**src/design/suhc_pkg.sv**
```systemverilog
// shared types, codes and crc helper for the serial upload handshake block
`timescale 1ns / 1ps

package suhc_pkg;

    // input operation codes
    localparam logic [1:0] OP_BEGIN = 2'd0;
    localparam logic [1:0] OP_DATA  = 2'd1;
    localparam logic [1:0] OP_REPLY = 2'd2;
    localparam logic [1:0] OP_TICK  = 2'd3;

    // finish status codes
    localparam logic [2:0] ST_OK          = 3'd0;
    localparam logic [2:0] ST_RESET_REF   = 3'd1;
    localparam logic [2:0] ST_START_REF   = 3'd2;
    localparam logic [2:0] ST_SIZE_REF    = 3'd3;
    localparam logic [2:0] ST_DATA_REF    = 3'd4;
    localparam logic [2:0] ST_CRC_ERR     = 3'd5;
    localparam logic [2:0] ST_CRC_UNKNOWN = 3'd6;
    localparam logic [2:0] ST_TIMEOUT     = 3'd7;

    // result kinds
    localparam logic KIND_TX   = 1'b0;
    localparam logic KIND_DONE = 1'b1;

    // link bytes
    localparam logic [7:0] TX_RESET = 8'h00;
    localparam logic [7:0] TX_START = 8'h01;
    localparam logic [7:0] RX_R     = 8'h52;
    localparam logic [7:0] RX_S     = 8'h53;
    localparam logic [7:0] RX_D     = 8'h44;
    localparam logic [7:0] RX_C     = 8'h43;
    localparam logic [7:0] RX_O     = 8'h4F;
    localparam logic [7:0] RX_E     = 8'h45;

    localparam logic [31:0] CRC_POLY    = 32'hEDB88320;
    localparam logic [31:0] CRC_INIT    = 32'hFFFFFFFF;
    localparam logic [31:0] SIZE_EXTRA  = 32'd4;
    localparam logic [15:0] TIMEOUT_RST = 16'd1000;
    localparam logic [15:0] WAIT_MAX    = 16'hFFFF;

    typedef enum logic [2:0] {
        PH_IDLE,
        PH_WRESET,
        PH_WSTART,
        PH_WSIZE,
        PH_DATA,
        PH_WDATA,
        PH_WCRC
    } phase_t;

    // all results caused by one word, handed from control to the output stage
    typedef struct packed {
        logic        valid;
        logic        kind;
        logic [1:0]  last_idx;
        logic [31:0] tx_word;
        logic [2:0]  status;
        logic [31:0] crc_value;
    } bundle_t;

    // reflected crc-32, one byte
    function automatic logic [31:0] crc_byte(input logic [31:0] c_in, input logic [7:0] b);
        logic [31:0] c;
        c = c_in ^ {24'd0, b};
        for (int k = 0; k < 8; k++) begin
            c = c[0] ? ((c >> 1) ^ CRC_POLY) : (c >> 1);
        end
        return c;
    endfunction

endpackage

```
**src/design/suhc_ctrl.sv**
```systemverilog
// handshake phase machine, crc and counters; builds the result bundle per word
`timescale 1ns / 1ps

module suhc_ctrl
    import suhc_pkg::*;
(
    input  logic        aclk,
    input  logic        aresetn,
    input  logic        cfg_wr_en,
    input  logic [15:0] cfg_wr_data,
    input  logic        in_fire,
    input  logic [1:0]  op,
    input  logic [7:0]  value,
    input  logic [31:0] length,
    output bundle_t     bundle
);

    phase_t      phase_reg, phase_next;
    logic [31:0] crc_reg, crc_next;
    logic [31:0] left_reg, left_next;
    logic [15:0] wait_reg, wait_next;
    logic [15:0] timeout_reg;
    logic [15:0] wait_inc;

    always_ff @(posedge aclk) begin
        if (!aresetn) begin
            phase_reg   <= PH_IDLE;
            crc_reg     <= CRC_INIT;
            left_reg    <= '0;
            wait_reg    <= '0;
            timeout_reg <= TIMEOUT_RST;
        end else begin
            phase_reg <= phase_next;
            crc_reg   <= crc_next;
            left_reg  <= left_next;
            wait_reg  <= wait_next;
            if (cfg_wr_en) begin
                timeout_reg <= cfg_wr_data;
            end
        end
    end

    assign wait_inc = (wait_reg == WAIT_MAX) ? wait_reg : wait_reg + 16'd1;

    always_comb begin
        phase_next = phase_reg;
        crc_next   = crc_reg;
        left_next  = left_reg;
        wait_next  = wait_reg;
        bundle     = '0;

        if (in_fire) begin
            unique case (op)
                OP_BEGIN: begin
                    crc_next            = CRC_INIT;
                    left_next           = length;
                    bundle.valid        = 1'b1;
                    bundle.tx_word[7:0] = TX_RESET;
                    phase_next          = PH_WRESET;
                    wait_next           = '0;
                end
                OP_DATA: begin
                    if (phase_reg == PH_DATA) begin
                        crc_next            = crc_byte(crc_reg, value);
                        left_next           = left_reg - 32'd1;
                        bundle.valid        = 1'b1;
                        bundle.tx_word[7:0] = value;
                        if (left_reg == 32'd1) begin
                            phase_next = PH_WDATA;
                            wait_next  = '0;
                        end
                    end
                end
                OP_REPLY: begin
                    // any refusal ends the upload with a single status result
                    bundle.crc_value = ~crc_reg;
                    unique case (phase_reg)
                        PH_WRESET: begin
                            bundle.valid = 1'b1;
                            if (value == RX_R) begin
                                bundle.tx_word[7:0] = TX_START;
                                phase_next          = PH_WSTART;
                                wait_next           = '0;
                            end else begin
                                bundle.kind   = KIND_DONE;
                                bundle.status = ST_RESET_REF;
                                phase_next    = PH_IDLE;
                            end
                        end
                        PH_WSTART: begin
                            bundle.valid = 1'b1;
                            if (value == RX_S) begin
                                bundle.tx_word  = left_reg + SIZE_EXTRA;
                                bundle.last_idx = 2'd3;
                                phase_next      = PH_WSIZE;
                                wait_next       = '0;
                            end else begin
                                bundle.kind   = KIND_DONE;
                                bundle.status = ST_START_REF;
                                phase_next    = PH_IDLE;
                            end
                        end
                        PH_WSIZE: begin
                            if (value == RX_D) begin
                                wait_next = '0;
                                // empty payload skips the data phase
                                phase_next = (left_reg == '0) ? PH_WDATA : PH_DATA;
                            end else begin
                                bundle.valid  = 1'b1;
                                bundle.kind   = KIND_DONE;
                                bundle.status = ST_SIZE_REF;
                                phase_next    = PH_IDLE;
                            end
                        end
                        PH_WDATA: begin
                            bundle.valid = 1'b1;
                            if (value == RX_C) begin
                                bundle.tx_word  = ~crc_reg;
                                bundle.last_idx = 2'd3;
                                phase_next      = PH_WCRC;
                                wait_next       = '0;
                            end else begin
                                bundle.kind   = KIND_DONE;
                                bundle.status = ST_DATA_REF;
                                phase_next    = PH_IDLE;
                            end
                        end
                        PH_WCRC: begin
                            bundle.valid = 1'b1;
                            bundle.kind  = KIND_DONE;
                            phase_next   = PH_IDLE;
                            if (value == RX_O) begin
                                bundle.status = ST_OK;
                            end else if (value == RX_E) begin
                                bundle.status = ST_CRC_ERR;
                            end else begin
                                bundle.status = ST_CRC_UNKNOWN;
                            end
                        end
                        default: begin
                            bundle.crc_value = '0;
                        end
                    endcase
                end
                OP_TICK: begin
                    if (phase_reg != PH_IDLE && phase_reg != PH_DATA) begin
                        wait_next = wait_inc;
                        if (wait_inc >= timeout_reg) begin
                            bundle.valid     = 1'b1;
                            bundle.kind      = KIND_DONE;
                            bundle.status    = ST_TIMEOUT;
                            bundle.crc_value = ~crc_reg;
                            phase_next       = PH_IDLE;
                        end
                    end
                end
                default: begin
                    phase_next = phase_reg;
                end
            endcase
        end
    end

endmodule

```
**src/design/suhc_out.sv**
```systemverilog
// result register that hands out the bundled results one word at a time
`timescale 1ns / 1ps

module suhc_out
    import suhc_pkg::*;
(
    input  logic        aclk,
    input  logic        aresetn,
    input  logic        load,
    input  bundle_t     bundle,
    output logic        free,
    output logic        m_valid,
    input  logic        m_ready,
    output logic        m_kind,
    output logic [7:0]  m_tx_byte,
    output logic        m_last,
    output logic [2:0]  m_status,
    output logic [31:0] m_crc_value
);

    bundle_t    bun_reg;
    logic       valid_reg, valid_next;
    logic [1:0] idx_reg, idx_next;
    logic       at_last;

    assign at_last = (idx_reg == bun_reg.last_idx);
    // room for a new bundle when empty or the final word leaves this cycle
    assign free    = !valid_reg || (m_ready && at_last);

    always_comb begin
        valid_next = valid_reg;
        idx_next   = idx_reg;
        if (valid_reg && m_ready) begin
            if (at_last) begin
                valid_next = 1'b0;
                idx_next   = '0;
            end else begin
                idx_next = idx_reg + 2'd1;
            end
        end
        if (load) begin
            valid_next = 1'b1;
            idx_next   = '0;
        end
    end

    always_ff @(posedge aclk) begin
        if (!aresetn) begin
            valid_reg <= 1'b0;
            idx_reg   <= '0;
        end else begin
            valid_reg <= valid_next;
            idx_reg   <= idx_next;
        end
    end

    always_ff @(posedge aclk) begin
        if (load) begin
            bun_reg <= bundle;
        end
    end

    assign m_valid     = valid_reg;
    assign m_kind      = bun_reg.kind;
    assign m_tx_byte   = (bun_reg.kind == KIND_DONE) ? 8'd0 : bun_reg.tx_word[8*idx_reg +: 8];
    assign m_last      = at_last;
    assign m_status    = (bun_reg.kind == KIND_DONE) ? bun_reg.status : 3'd0;
    assign m_crc_value = (bun_reg.kind == KIND_DONE) ? bun_reg.crc_value : 32'd0;

endmodule

```
**src/design/serial_upload_handshake_crc.sv**
```systemverilog
// top level of the serial upload handshake sender with crc-32
//
// channel   dir  handshake            payload
// s_        in   s_valid / s_ready    s_op, s_value, s_length
// m_        out  m_valid / m_ready    m_kind, m_tx_byte, m_last, m_status, m_crc_value
// cfg_      in   cfg_wr_en            cfg_wr_data (timeout in ticks)
//
// a word is processed in the cycle it is accepted; its results (zero to four
// words) appear from the next cycle out of the result register, one per cycle.
// words with one or no result can be taken every cycle; a size or crc send
// holds s_ready low until its four bytes have drained.
// reset is synchronous active low and leaves the block idle with timeout 1000.
// m_ready low stalls the result register and, once it is full, the input.
`timescale 1ns / 1ps

module serial_upload_handshake_crc
    import suhc_pkg::*;
(
    input  logic        aclk,
    input  logic        aresetn,
    input  logic        cfg_wr_en,
    input  logic [15:0] cfg_wr_data,
    input  logic        s_valid,
    output logic        s_ready,
    input  logic [1:0]  s_op,
    input  logic [7:0]  s_value,
    input  logic [31:0] s_length,
    output logic        m_valid,
    input  logic        m_ready,
    output logic        m_kind,
    output logic [7:0]  m_tx_byte,
    output logic        m_last,
    output logic [2:0]  m_status,
    output logic [31:0] m_crc_value
);

    bundle_t bundle;
    logic    in_fire;
    logic    out_free;

    assign s_ready = out_free;
    assign in_fire = s_valid && out_free;

    suhc_ctrl u_ctrl (
        .aclk        (aclk),
        .aresetn     (aresetn),
        .cfg_wr_en   (cfg_wr_en),
        .cfg_wr_data (cfg_wr_data),
        .in_fire     (in_fire),
        .op          (s_op),
        .value       (s_value),
        .length      (s_length),
        .bundle      (bundle)
    );

    suhc_out u_out (
        .aclk        (aclk),
        .aresetn     (aresetn),
        .load        (in_fire && bundle.valid),
        .bundle      (bundle),
        .free        (out_free),
        .m_valid     (m_valid),
        .m_ready     (m_ready),
        .m_kind      (m_kind),
        .m_tx_byte   (m_tx_byte),
        .m_last      (m_last),
        .m_status    (m_status),
        .m_crc_value (m_crc_value)
    );

endmodule
```
**config.mk**
```make
export PLATFORM = sky130hd
export DESIGN_NAME = serial_upload_handshake_crc
export DESIGN_NICKNAME = d
export VERILOG_FILES = /design/src/design/suhc_pkg.sv /design/src/design/suhc_ctrl.sv /design/src/design/suhc_out.sv /design/src/design/serial_upload_handshake_crc.sv
export SDC_FILE = /design/constraint.sdc
export NUM_CORES = 1
export LEC_CHECK = 0
export ABC_AREA = 1
export BUFFER_PORTS_ARGS = -buffer_cell sky130_fd_sc_hd__buf_2
export CAP_MARGIN = 20
export CORE_MARGIN = 2
export CORE_UTILIZATION = 39
export CTS_CLUSTER_SIZE = 14
export DETAILED_ROUTE_END_ITERATION = 10
export HOLD_SLACK_MARGIN = 0.03
export PLACE_DENSITY = 0.64
export SYNTH_ARGS = -nofsm -noshare
export SYNTH_HDL_FRONTEND = slang
export SYNTH_HIERARCHICAL = 1
export SYNTH_SLANG_ARGS = --single-unit
```
**constraint.sdc**
```tcl
create_clock -name aclk -period 7.1 [get_ports aclk]
set_clock_uncertainty 0.05 [all_clocks]
set_input_delay 0.71 -clock aclk [delete_from_list [all_inputs] [get_ports aclk]]
set_output_delay 0.71 -clock aclk [all_outputs]
set_load 0.02 [all_outputs]
```
==> flow_metrics.py, run 1 <==
metrics = {
    "route": {
        "drc": 0,
        "detailedRoute.firstIterationViolations": 1147,
        "post_drt_wl_per_cell_um": 15.99,
        "finalWirelength_mm": 35.75,
        "route.antenna.remaining_nets": 0,
        "detail_route.vias_per_cell": 5.231,
        "drt-pass1-iter-count": 7,
        "routed-via-count": 11700,
    },
    "die": {
        "io-pin-count": 110,
        "starting_density": 0.3988,
        "core_area_um2": 29800,
        "design.die.area_um2": 31880,
        "die_boundary_width_um": 178.6,
        "die_h_um": 178.6,
        "standard_cell_row_count": 63,
    },
    "cells_and_area": {
        "n_antenna_cell": 0,
        "layout.nets": 1921,
        "syn_to_final_growth_pct": 10.61,
        "drive_above_1_share": 0.1235,
        "largest_reg_flops": 69,
    },
    "logic_synthesis": {
        "yosys_warnings": 6,
        "leading_register_cell_type_out_of_synthesis": "dfxtp_1",
        "ys_top_cells_by_count": "nand2_1 (452), nor2_1 (243), inv_1 (193), a21oi_1 (162), nand3_1 (106)",
        "synth.net_count": 1860,
        "netlist-cell-type-count": 51,
        "mappedNetlistArea_um2": 11880,
        "synthDominantAreaCellType": "edfxtp_1",
        "synth-edff-count": 70,
        "syn_inst": 1772,
        "post_synth.cell_area_avg_um2": 6.706,
        "synth_most_common_cell": "nand2_1",
        "ys_top_cells_by_area": "edfxtp_1 (18%), dfxtp_1 (17%), nand2_1 (14%)",
        "top_area_cell_type_share_of_the_netlist_area": 0.1769,
        "synth.yosys.seq_area_share": 0.3487,
        "ys_seq_elements": 172,
        "async_flop_share": 0,
    },
    "global_routing": {
        "antenna_found_initial": 0,
        "first_global_vias": 10720,
        "gr-total-overflow": 0,
        "grt_max_degree": 73,
        "grt_use_total": 0.2285,
        "global_route_wire_length_before_repair_mm": 57.00,
    },
    "worst_hold_path": {
        "source_of_the_worst_hold_timing_path": "u_ctrl/timeout_reg[12]$_SDFFE_PN0P_",
        "worst_hold_path_type": "reg -> reg",
    },
    "sta": {
        "final_min_period_ns": 4.579,
        "hold_slack_ns": 0.4199,
        "report.final.hold_viol_count": 0,
        "relSlewSlack": 0.2652,
        "setup-tns-final_ns": 0,
        "worst_pin_slew_ns": 1.099,
        "clock.fmax_ghz": 0.2184,
        "setup_viol": 0,
        "timing.final.max_slew_violations": 0,
        "timing.final.crit_share": 0.6449,
        "rsz0062_at_grt": "false",
    },
    "clock_network": {
        "post_cts.resized_instances": 0,
        "clock_tree.buffer_depth": 2,
        "tritoncts_clock_tree": "done",
        "source_to_sink_clock_delay_at_the_later_pin_of_the_worst_skew_pair_ns": 0.44,
        "clkTransAtPathRegs_ns": 0.08,
        "h-tree-depth": 4,
        "holdBufCountCts": 0,
        "tritoncts.num_buffers": 17,
        "cts_num_sinks": 172,
        "cts_setup_buffers": 0,
        "clock_tree.root_cell": "clkbuf_16",
    },
    "worst_setup_path": {
        "crit-reg2reg-launch": "u_ctrl/wait_reg[0]$_SDFFE_PN0P_",
        "setup.worst_path.start": "u_ctrl/wait_reg[0]$_SDFFE_PN0P_",
        "setup_crit_start_kind": "flip-flop",
        "timing.critical_path.required_ns": 7.39,
        "critical_path_peak_fanout": 72,
        "end_kind": "flip-flop",
        "critical_path_class": "reg -> reg",
        "arrival_ns": 4.87,
    },
    "pwr": {
        "power.density_cell_area_nw_per_um2": 195.3,
        "power.ir.vdd_worst_mv": 0.1394,
        "leakagePower_nw": 5.982,
    },
    "flow_run": {
        "reported_max_cap_violation_count": 0,
    },
    "place": {
        "portBuffers": 109,
        "hpwlAfterDp_mm": 26.29,
        "gp_routability_congestion": 0.9136,
    },
    "run_status": {
        "outcome": "completed",
    },
}
## final cells by class
class | count | area [µm²]
Clock buffer | 17 | 425.4
Tap cell | 390 | 488.0
Fill cell | 3138 | 16650
Sequential cell | 172 | 4144
Clock inverter | 15 | 188.9
Multi-Input combinational cell | 1314 | 6501
Timing Repair Buffer | 117 | 605.6
Inverter | 211 | 792.0
## cells in the final DEF (no fill, tap or decap), types with 17 or more instances in the layout
cell and count:
buf_2 109, o21ai_0 93, nand3_1 106, dfxtp_1 102, nand2_1 452, nor2_1 243
inv_2 17, nand4_1 22, inv_1 193, o211ai_1 19, xnor2_1 18, a21oi_1 162
ha_1 24, edfxtp_1 70, xor2_1 36, clkbuf_16 17, o21ai_1 18, nor3_1 22
## power breakdown
group / switching (W) / total [W] / internal [W]
Clock: 0.000496 / 0.000977 / 0.000481
Combinational: 0.000337 / 0.000498 / 0.000161
Sequential: 0.0000370 / 0.00109 / 0.00106
Total: 0.000870 / 0.00257 / 0.00170
## metrics by stage
| stage | utilization | instances | total power (W) | cell area, µm² | setup slack [ns] |
|---|---|---|---|---|---|
| floorplan | - | 1772 | 0.001476 | 11880 | 2.390 |
| global placement | 0.4206 | 2204 | 0.001598 | 12530 | 2.741 |
| detailed placement | 0.4206 | 2204 | 0.001604 | 12530 | 2.567 |
| CTS | 0.4412 | 2236 | 0.002575 | 13150 | 2.540 |
| global route | 0.4412 | 2236 | 0.002684 | 13150 | 1.907 |
| finish | 0.4412 | 2236 | 0.002568 | 13150 | 2.521 |
## worst paths after layout
kind	to	slack [ns]	cells after the start
worst max-delay path	u_out/idx_reg[0]$_SDFFE_PP0P_	2.52	23
worst min register to register	u_ctrl/timeout_reg[12]$_SDFFE_PN0P_	0.42	2
worst min-delay path	u_ctrl/timeout_reg[12]$_SDFFE_PN0P_	0.42	2
worst max register to register	u_out/idx_reg[0]$_SDFFE_PP0P_	2.52	23
## layer usage
layer	vias to the layer above	global-route usage	part of all wire
li1	5842	-	-
met1	5331	0.3327	0.47
met2	468	0.3525	0.43
met3	56	0.02899	0.077
met4	0	0.06707	0.021
met5	-	0	0
## cell families after synthesis
kind of cell	count (synthesis)	share of synthesized area
buf+inv	286	0.1049
compound gates	316	0.1420
fa+ha+maj	25	0.02632
xor+xnor	63	0.05212
flops	172	0.3487
simple gates	910	0.3260
## critical path: stages (launching register included)
cell and delay, ns:
dfxtp_1 0.43, ha_1 0.19, nand2_1 0.09, nor2_1 0.25, nand4_1 0.75, nand2_1 0.23
nand2_1 0.10, ha_1 0.28, nand4_1 0.08, nor2_1 0.10, nor2_1 0.04, nand2_1 0.05
nand2_1 0.06, nand2_1 0.07, nand3_1 0.20, a21oi_1 0.20, inv_1 0.08, nor2_4 0.09
buf_4 0.67, nor2_1 0.16, nand2_1 0.11, a21oi_1 0.04, o21ai_1 0.08, inv_1 0.04
No activity file was read; power rests on OpenSTA's default activity.
==> run 2, diff against run 1 <==
--- a/config.mk
+++ b/config.mk
@@ -13,7 +13,7 @@
 export CTS_CLUSTER_SIZE = 14
 export DETAILED_ROUTE_END_ITERATION = 10
 export HOLD_SLACK_MARGIN = 0.03
-export PLACE_DENSITY = 0.64
+export PLACE_DENSITY = 0.66
 export SYNTH_ARGS = -nofsm -noshare
 export SYNTH_HDL_FRONTEND = slang
 export SYNTH_HIERARCHICAL = 1
==> constraint.sdc (replaced) <==
create_clock -name aclk -period 4.2 [get_ports aclk]
set_clock_uncertainty 0.05 [all_clocks]
set_input_delay 0.42 -clock aclk [delete_from_list [all_inputs] [get_ports aclk]]
set_output_delay 0.42 -clock aclk [all_outputs]
set_load 0.02 [all_outputs]
==> run 2 against run 1 <==
Clock power grew 60%. Worst hold slack got worse by 0.28 ns. Flip-flop and latch count unchanged. First-iteration DRC count increased by 1.9%. Non-clock buffer count is 7 higher. Via count up 0.15%. Core utilization increased by 0.16 points. Register-to-register slack got worse by 2.1 ns. Critical endpoint is now u_out/bun_reg[21]$_DFFE_PP_.
==> flow_metrics.py, run 2 (synthesis results as in run 1) <==
metrics = {
    "cells_and_area": {
        "stdcell_area_um2": 13190,
        "n_fill_cell": 3115,
        "n_antenna_cell": 0,
        "layout.nets": 1928,
        "syn_to_final_growth_pct": 11.01,
        "commonest_non_fill_non_tap_cell_in_the_layout": "nand2_1",
        "largest_reg_flops": 69,
        "drive_above_1_share": 0.1274,
        "utilization": 0.4428,
        "final_cell_mix": "nand2_1 (452), nor2_1 (242), inv_1 (193)",
    },
    "sta": {
        "final_min_period_ns": 3.743,
        "relSlewSlack": 0.3720,
        "hold_slack_ns": 0.1440,
        "report.final.hold_viol_count": 0,
        "clock.fmax_ghz": 0.2672,
        "timing.final.crit_share": 0.8912,
        "setup-tns-final_ns": 0,
        "worst_pin_slew_ns": 0.9407,
        "rsz0062_at_grt": "false",
        "timing.final.max_slew_violations": 0,
        "setup_viol": 0,
    },
    "global_routing": {
        "grt_max_degree": 67,
        "gr-total-overflow": 0,
        "antenna_found_initial": 0,
        "grt_use_total": 0.2303,
        "global_route_wire_length_before_repair_mm": 57.32,
        "first_global_vias": 10810,
    },
    "worst_setup_path": {
        "setup_crit_start_kind": "flip-flop",
        "critical_path_peak_fanout": 33,
        "critPathMaxStageDelay_ns": 0.43,
        "timing.critical_path.required_ns": 4.28,
        "arrival_ns": 3.83,
        "timing.critical_path.slowest_stage_cell": "dfxtp_1",
        "critical_path_class": "reg -> reg",
        "crit_path_cell_trace": "ha_1 > nand2_1 > nor2_1 > nand4_1 > buf_4 > nand2_1 > nand2_1 > ha_1 > nand4_1 > nor2_1 > nor2_1 > nand2_1 > nand2_1 > nand2_1 > nand3_1 > a21oi_1 > inv_1 > nor2_4 > clkbuf_16",
        "end_kind": "flip-flop",
        "path_common_cell": "nand2_1",
    },
    "clock_network": {
        "cts_num_sinks": 172,
        "clkTransAtPathRegs_ns": 0.07,
        "h-tree-depth": 4,
        "tritoncts.num_buffers": 17,
        "tritoncts_clock_tree": "done",
        "clock_tree.buffer_depth": 2,
        "source_to_sink_clock_delay_at_the_later_pin_of_the_worst_skew_pair_ns": 0.45,
        "clock_tree.root_cell": "clkbuf_16",
        "cts_setup_buffers": 0,
        "holdBufCountCts": 0,
    },
    "place": {
        "portBuffers": 109,
        "hpwlAfterDp_mm": 26.56,
        "placement.cell_area_um2": 12590,
        "gp_routability_congestion": 0.9144,
    },
    "route": {
        "finalWirelength_mm": 35.92,
        "detailedRoute.firstIterationViolations": 1169,
        "detail_route.vias_per_cell": 5.222,
        "route.antenna.remaining_nets": 0,
        "drc": 0,
        "post_drt_wl_per_cell_um": 16.01,
        "routed-via-count": 11710,
        "drt-pass1-iter-count": 5,
    },
    "worst_hold_path": {
        "worst_hold_path_type": "in -> reg",
    },
    "die": {
        "die_boundary_width_um": 178.6,
        "standard_cell_row_count": 63,
        "starting_density": 0.3988,
        "design.die.area_um2": 31880,
        "core_area_um2": 29800,
        "die_h_um": 178.6,
        "io-pin-count": 110,
    },
    "run_status": {
        "outcome": "completed",
    },
    "pwr": {
        "power.density_cell_area_nw_per_um2": 322.6,
        "power.ir.vdd_worst_mv": 0.2408,
        "leakagePower_nw": 5.996,
        "p_total_w": 0.004256,
    },
    "flow_run": {
        "reported_max_cap_violation_count": 0,
    },
}
## run 2: changes by cell type in the layout (fill, tap and decap cells not counted)
cell        delta
inv_8          -4
nor2_1         -1
clkinv_4       -1
nor2_2         +1
buf_4          +5
clkinv_2       +1
inv_6          +3
clkinvlp_4     +3
buf_8          +1
clkbuf_16      +1
clkinv_8       -2
## run 2: timing repair
action,in CTS,in global routing
resized for setup,0,3
hold endpoints to repair,0,0
endpoints found under the setup margin,0,29
## run 2: where the power goes
part | internal [W] | switching (W)
clock | 0.000789 | 0.000768
sequential | 0.00179 | 0.0000637
combinational | 0.000276 | 0.000574
total | 0.00285 | 0.00141
## run 2: layout make-up
cell class                      instances  area (µm²)  share of cell area
Multi-Input combinational cell       1314        6504              0.4930
Sequential cell                       172        4144              0.3141
Inverter                              211       792.0             0.06003
Timing Repair Buffer                  124       683.2             0.05178
Tap cell                              390       488.0             0.03699
Clock buffer                           17       425.4             0.03225
Clock inverter                         15       156.4             0.01186
## run 2: path summary, 6_finish.rpt
kind                                                          start                                  end  slack [ns]  cells after the start
worst max-delay path                u_ctrl/wait_reg[0]$_SDFFE_PN0P_          u_out/bun_reg[21]$_DFFE_PP_        0.46                     19
worst min-delay path                                 cfg_wr_data[9]   u_ctrl/timeout_reg[9]$_SDFFE_PN1P_        0.14                      3
worst max register to register      u_ctrl/wait_reg[0]$_SDFFE_PN0P_          u_out/bun_reg[21]$_DFFE_PP_        0.46                     19
worst min register to register  u_ctrl/timeout_reg[13]$_SDFFE_PN0P_  u_ctrl/timeout_reg[13]$_SDFFE_PN0P_        0.41                      2
## run 2: layer usage
| metal | up-vias | routed length (µm) | share of wire | track usage |
|---|---|---|---|---|
| li1 | 5863 | - | - | - |
| met1 | 5386 | 16930 | 0.47 | 0.3310 |
| met2 | 431 | 15680 | 0.44 | 0.3573 |
| met3 | 34 | 2750 | 0.077 | 0.03751 |
| met4 | 0 | 555 | 0.015 | 0.06098 |
| met5 | - | 0 | 0 | 0 |
## run 2: per-stage QoR
| step | worst slack, ns | instances |
|---|---|---|
| floorplan | 0.3029 | 1772 |
| global placement | 0.4931 | 2210 |
| detailed placement | 0.4485 | 2210 |
| CTS | 0.4240 | 2242 |
| global route | 0.04614 | 2243 |
| finish | 0.4568 | 2243 |
## run 2: worst max-delay path: cells and delay by family, from the launching register on
| family | cells | cell delay (ns) |
|---|---|---|
| buffers and inverters | 3 | 0.66 |
| and+or+nand+nor | 13 | 1.60 |
| DFF | 1 | 0.43 |
| adders and majority gates | 2 | 0.47 |
| AOI/OAI and AO/OA | 1 | 0.19 |
==> run 3, diff against run 2 <==
--- a/config.mk
+++ b/config.mk
@@ -9,11 +9,11 @@
 export BUFFER_PORTS_ARGS = -buffer_cell sky130_fd_sc_hd__buf_2
 export CAP_MARGIN = 20
 export CORE_MARGIN = 2
-export CORE_UTILIZATION = 39
+export CORE_UTILIZATION = 50
 export CTS_CLUSTER_SIZE = 14
 export DETAILED_ROUTE_END_ITERATION = 10
 export HOLD_SLACK_MARGIN = 0.03
-export PLACE_DENSITY = 0.66
+export PLACE_DENSITY = 0.8
 export SYNTH_ARGS = -nofsm -noshare
 export SYNTH_HDL_FRONTEND = slang
 export SYNTH_HIERARCHICAL = 1
==> run 3 against run 2 <==
Combinational power is 0.7% higher. First-iteration DRC count is 12% higher. Critical path depth is 3 higher. Die area is 22% lower. Setup slack worse by 0.050 ns. Sequential power hardly changed. Largest power group unchanged. Highest routed layer unchanged.
==> flow_metrics.py, run 3 (synthesis results as in run 1) <==
metrics = {
    "run_status": {
        "outcome": "completed",
    },
    "place": {
        "placement.cell_area_um2": 12490,
        "hpwlAfterDp_mm": 26.09,
        "total_placed_cells_including_tap_cells": 2136,
        "gp_routability_congestion": 0.9826,
        "portBuffers": 109,
    },
    "pwr": {
        "p_total_w": 0.004524,
        "power.density_cell_area_nw_per_um2": 343.8,
        "leakagePower_nw": 6.030,
        "power.ir.vdd_worst_mv": 0.2349,
    },
    "route": {
        "post_drt_wl_per_cell_um": 16.59,
        "routed-via-count": 12120,
        "route.antenna.remaining_nets": 0,
        "detail_route.vias_per_cell": 5.586,
        "detailedRoute.firstIterationViolations": 1313,
        "drt-pass1-iter-count": 6,
        "finalWirelength_mm": 35.98,
        "drc": 0,
    },
    "sta": {
        "report.final.hold_viol_count": 0,
        "setup-tns-final_ns": 0,
        "final_min_period_ns": 3.793,
        "clock.fmax_ghz": 0.2637,
        "timing.final.crit_share": 0.9030,
        "setup_viol": 0,
        "rsz0062_at_grt": "false",
        "worst_pin_slew_ns": 1.017,
        "relSlewSlack": 0.3204,
        "timing.final.max_slew_violations": 0,
    },
    "clock_network": {
        "clock_tree.root_cell": "clkbuf_16",
        "post_cts.resized_instances": 0,
        "h-tree-depth": 4,
        "cts_num_sinks": 172,
        "tritoncts_clock_tree": "done",
        "source_to_sink_clock_delay_at_the_later_pin_of_the_worst_skew_pair_ns": 0.44,
        "clkTransAtPathRegs_ns": 0.07,
        "cts_setup_buffers": 0,
        "clock_tree.buffer_depth": 2,
        "tritoncts.num_buffers": 17,
        "holdBufCountCts": 0,
    },
    "worst_setup_path": {
        "end_kind": "flip-flop",
        "timing.critical_path.required_ns": 4.25,
        "arrival_ns": 3.84,
        "setup_crit_start_kind": "flip-flop",
        "critical_path_class": "reg -> reg",
        "critical_path_peak_fanout": 67,
    },
    "die": {
        "die_boundary_width_um": 158.2,
        "design.die.area_um2": 25020,
        "core_area_um2": 23400,
        "die_h_um": 158.2,
        "io-pin-count": 110,
        "starting_density": 0.5078,
        "standard_cell_row_count": 56,
    },
    "worst_hold_path": {
        "worst_hold_path_type": "in -> reg",
    },
    "global_routing": {
        "grt_max_degree": 68,
        "first_global_vias": 11210,
        "global_route_wire_length_before_repair_mm": 57.15,
        "antenna_found_initial": 1,
        "grt_use_total": 0.2915,
        "gr-total-overflow": 0,
    },
    "cells_and_area": {
        "largest_reg_flops": 69,
        "commonest_non_fill_non_tap_cell_in_the_layout": "nand2_1",
        "final_cell_mix": "nand2_1 (452), nor2_1 (243), inv_1 (193)",
        "n_fill_cell": 2254,
        "layout.cells.non_filler": 2169,
        "drive_above_1_share": 0.1249,
        "layout.nets": 1924,
        "stdcell_area_um2": 13160,
        "syn_to_final_growth_pct": 10.73,
    },
    "flow_run": {
        "reported_max_cap_violation_count": 0,
    },
}
-- run 3: changes by cell type in the layout (fill, tap and decap cells not counted), sizes merged --
cell | before | now
bufinv | 0 | 5
buf | 123 | 120
clkinv | 7 | 4
clkinvlp | 3 | 0
diode | 0 | 1
-- run 3: layout make-up --
cell class,count,area (µm²),area share
Sequential cell,172,4144,0.3149
Antenna cell,1,2.502,0.0001902
Multi-Input combinational cell,1314,6501,0.4941
Inverter,211,792.0,0.06019
Clock inverter,14,227.7,0.01731
Clock buffer,18,439.2,0.03337
Tap cell,319,399.1,0.03033
Timing Repair Buffer,120,653.1,0.04963
-- run 3: worst max-delay path, cell delays in order, from the launching register on --
cell	delay, ns
dfxtp_1	0.43
ha_1	0.19
nand2_1	0.09
nor2_1	0.22
nand2_1	0.13
nor2_1	0.23
nand2_1	0.08
nand2_1	0.10
inv_1	0.05
ha_1	0.29
nand2_1	0.07
nand2_1	0.05
nand2_1	0.06
nand2_1	0.07
nand2_1	0.06
nand2_1	0.06
nand2_1	0.07
nand2_1	0.09
nand3_1	0.19
a21oi_1	0.19
inv_1	0.08
nor2_4	0.21
buf_12	0.35
-- run 3: power breakdown --
part	switching (W)	total, W	internal [W]
sequential	0.0000654	0.00185	0.00179
combinational	0.000582	0.000856	0.000274
clock	0.000730	0.00182	0.00109
total	0.00138	0.00452	0.00315
-- run 3: metal layers --
layer | GRT usage | vias to the layer above | wire length [µm]
met4 | 0.1068 | 0 | 1135
met1 | 0.3968 | 5514 | 15320
met5 | 0 | - | 0
met3 | 0.04435 | 93 | 3313
li1 | - | 5845 | -
met2 | 0.4700 | 664 | 16210
-- run 3: through the flow --
step	util	hold slack (ns)	setup slack, ns
detailed placement	0.5337	0.4095	0.5241
global placement	0.5337	0.4051	0.6472
finish	0.5623	0.1515	0.4072
floorplan	-	0.3896	0.3029
CTS	0.5622	0.1455	0.4498
global route	0.5623	0.1726	0.05374
-- run 3: final timing paths --
path / from / endpoint / slack [ns] / cells after the start
setup / recovery: u_ctrl/wait_reg[0]$_SDFFE_PN0P_ / u_out/bun_reg[23]$_DFFE_PP_ / 0.41 / 22
hold / removal: cfg_wr_data[6] / u_ctrl/timeout_reg[6]$_SDFFE_PN1P_ / 0.15 / 3
setup reg to reg: u_ctrl/wait_reg[0]$_SDFFE_PN0P_ / u_out/bun_reg[23]$_DFFE_PP_ / 0.41 / 22
hold reg to reg: u_ctrl/timeout_reg[8]$_SDFFE_PN1P_ / u_ctrl/timeout_reg[8]$_SDFFE_PN1P_ / 0.43 / 2
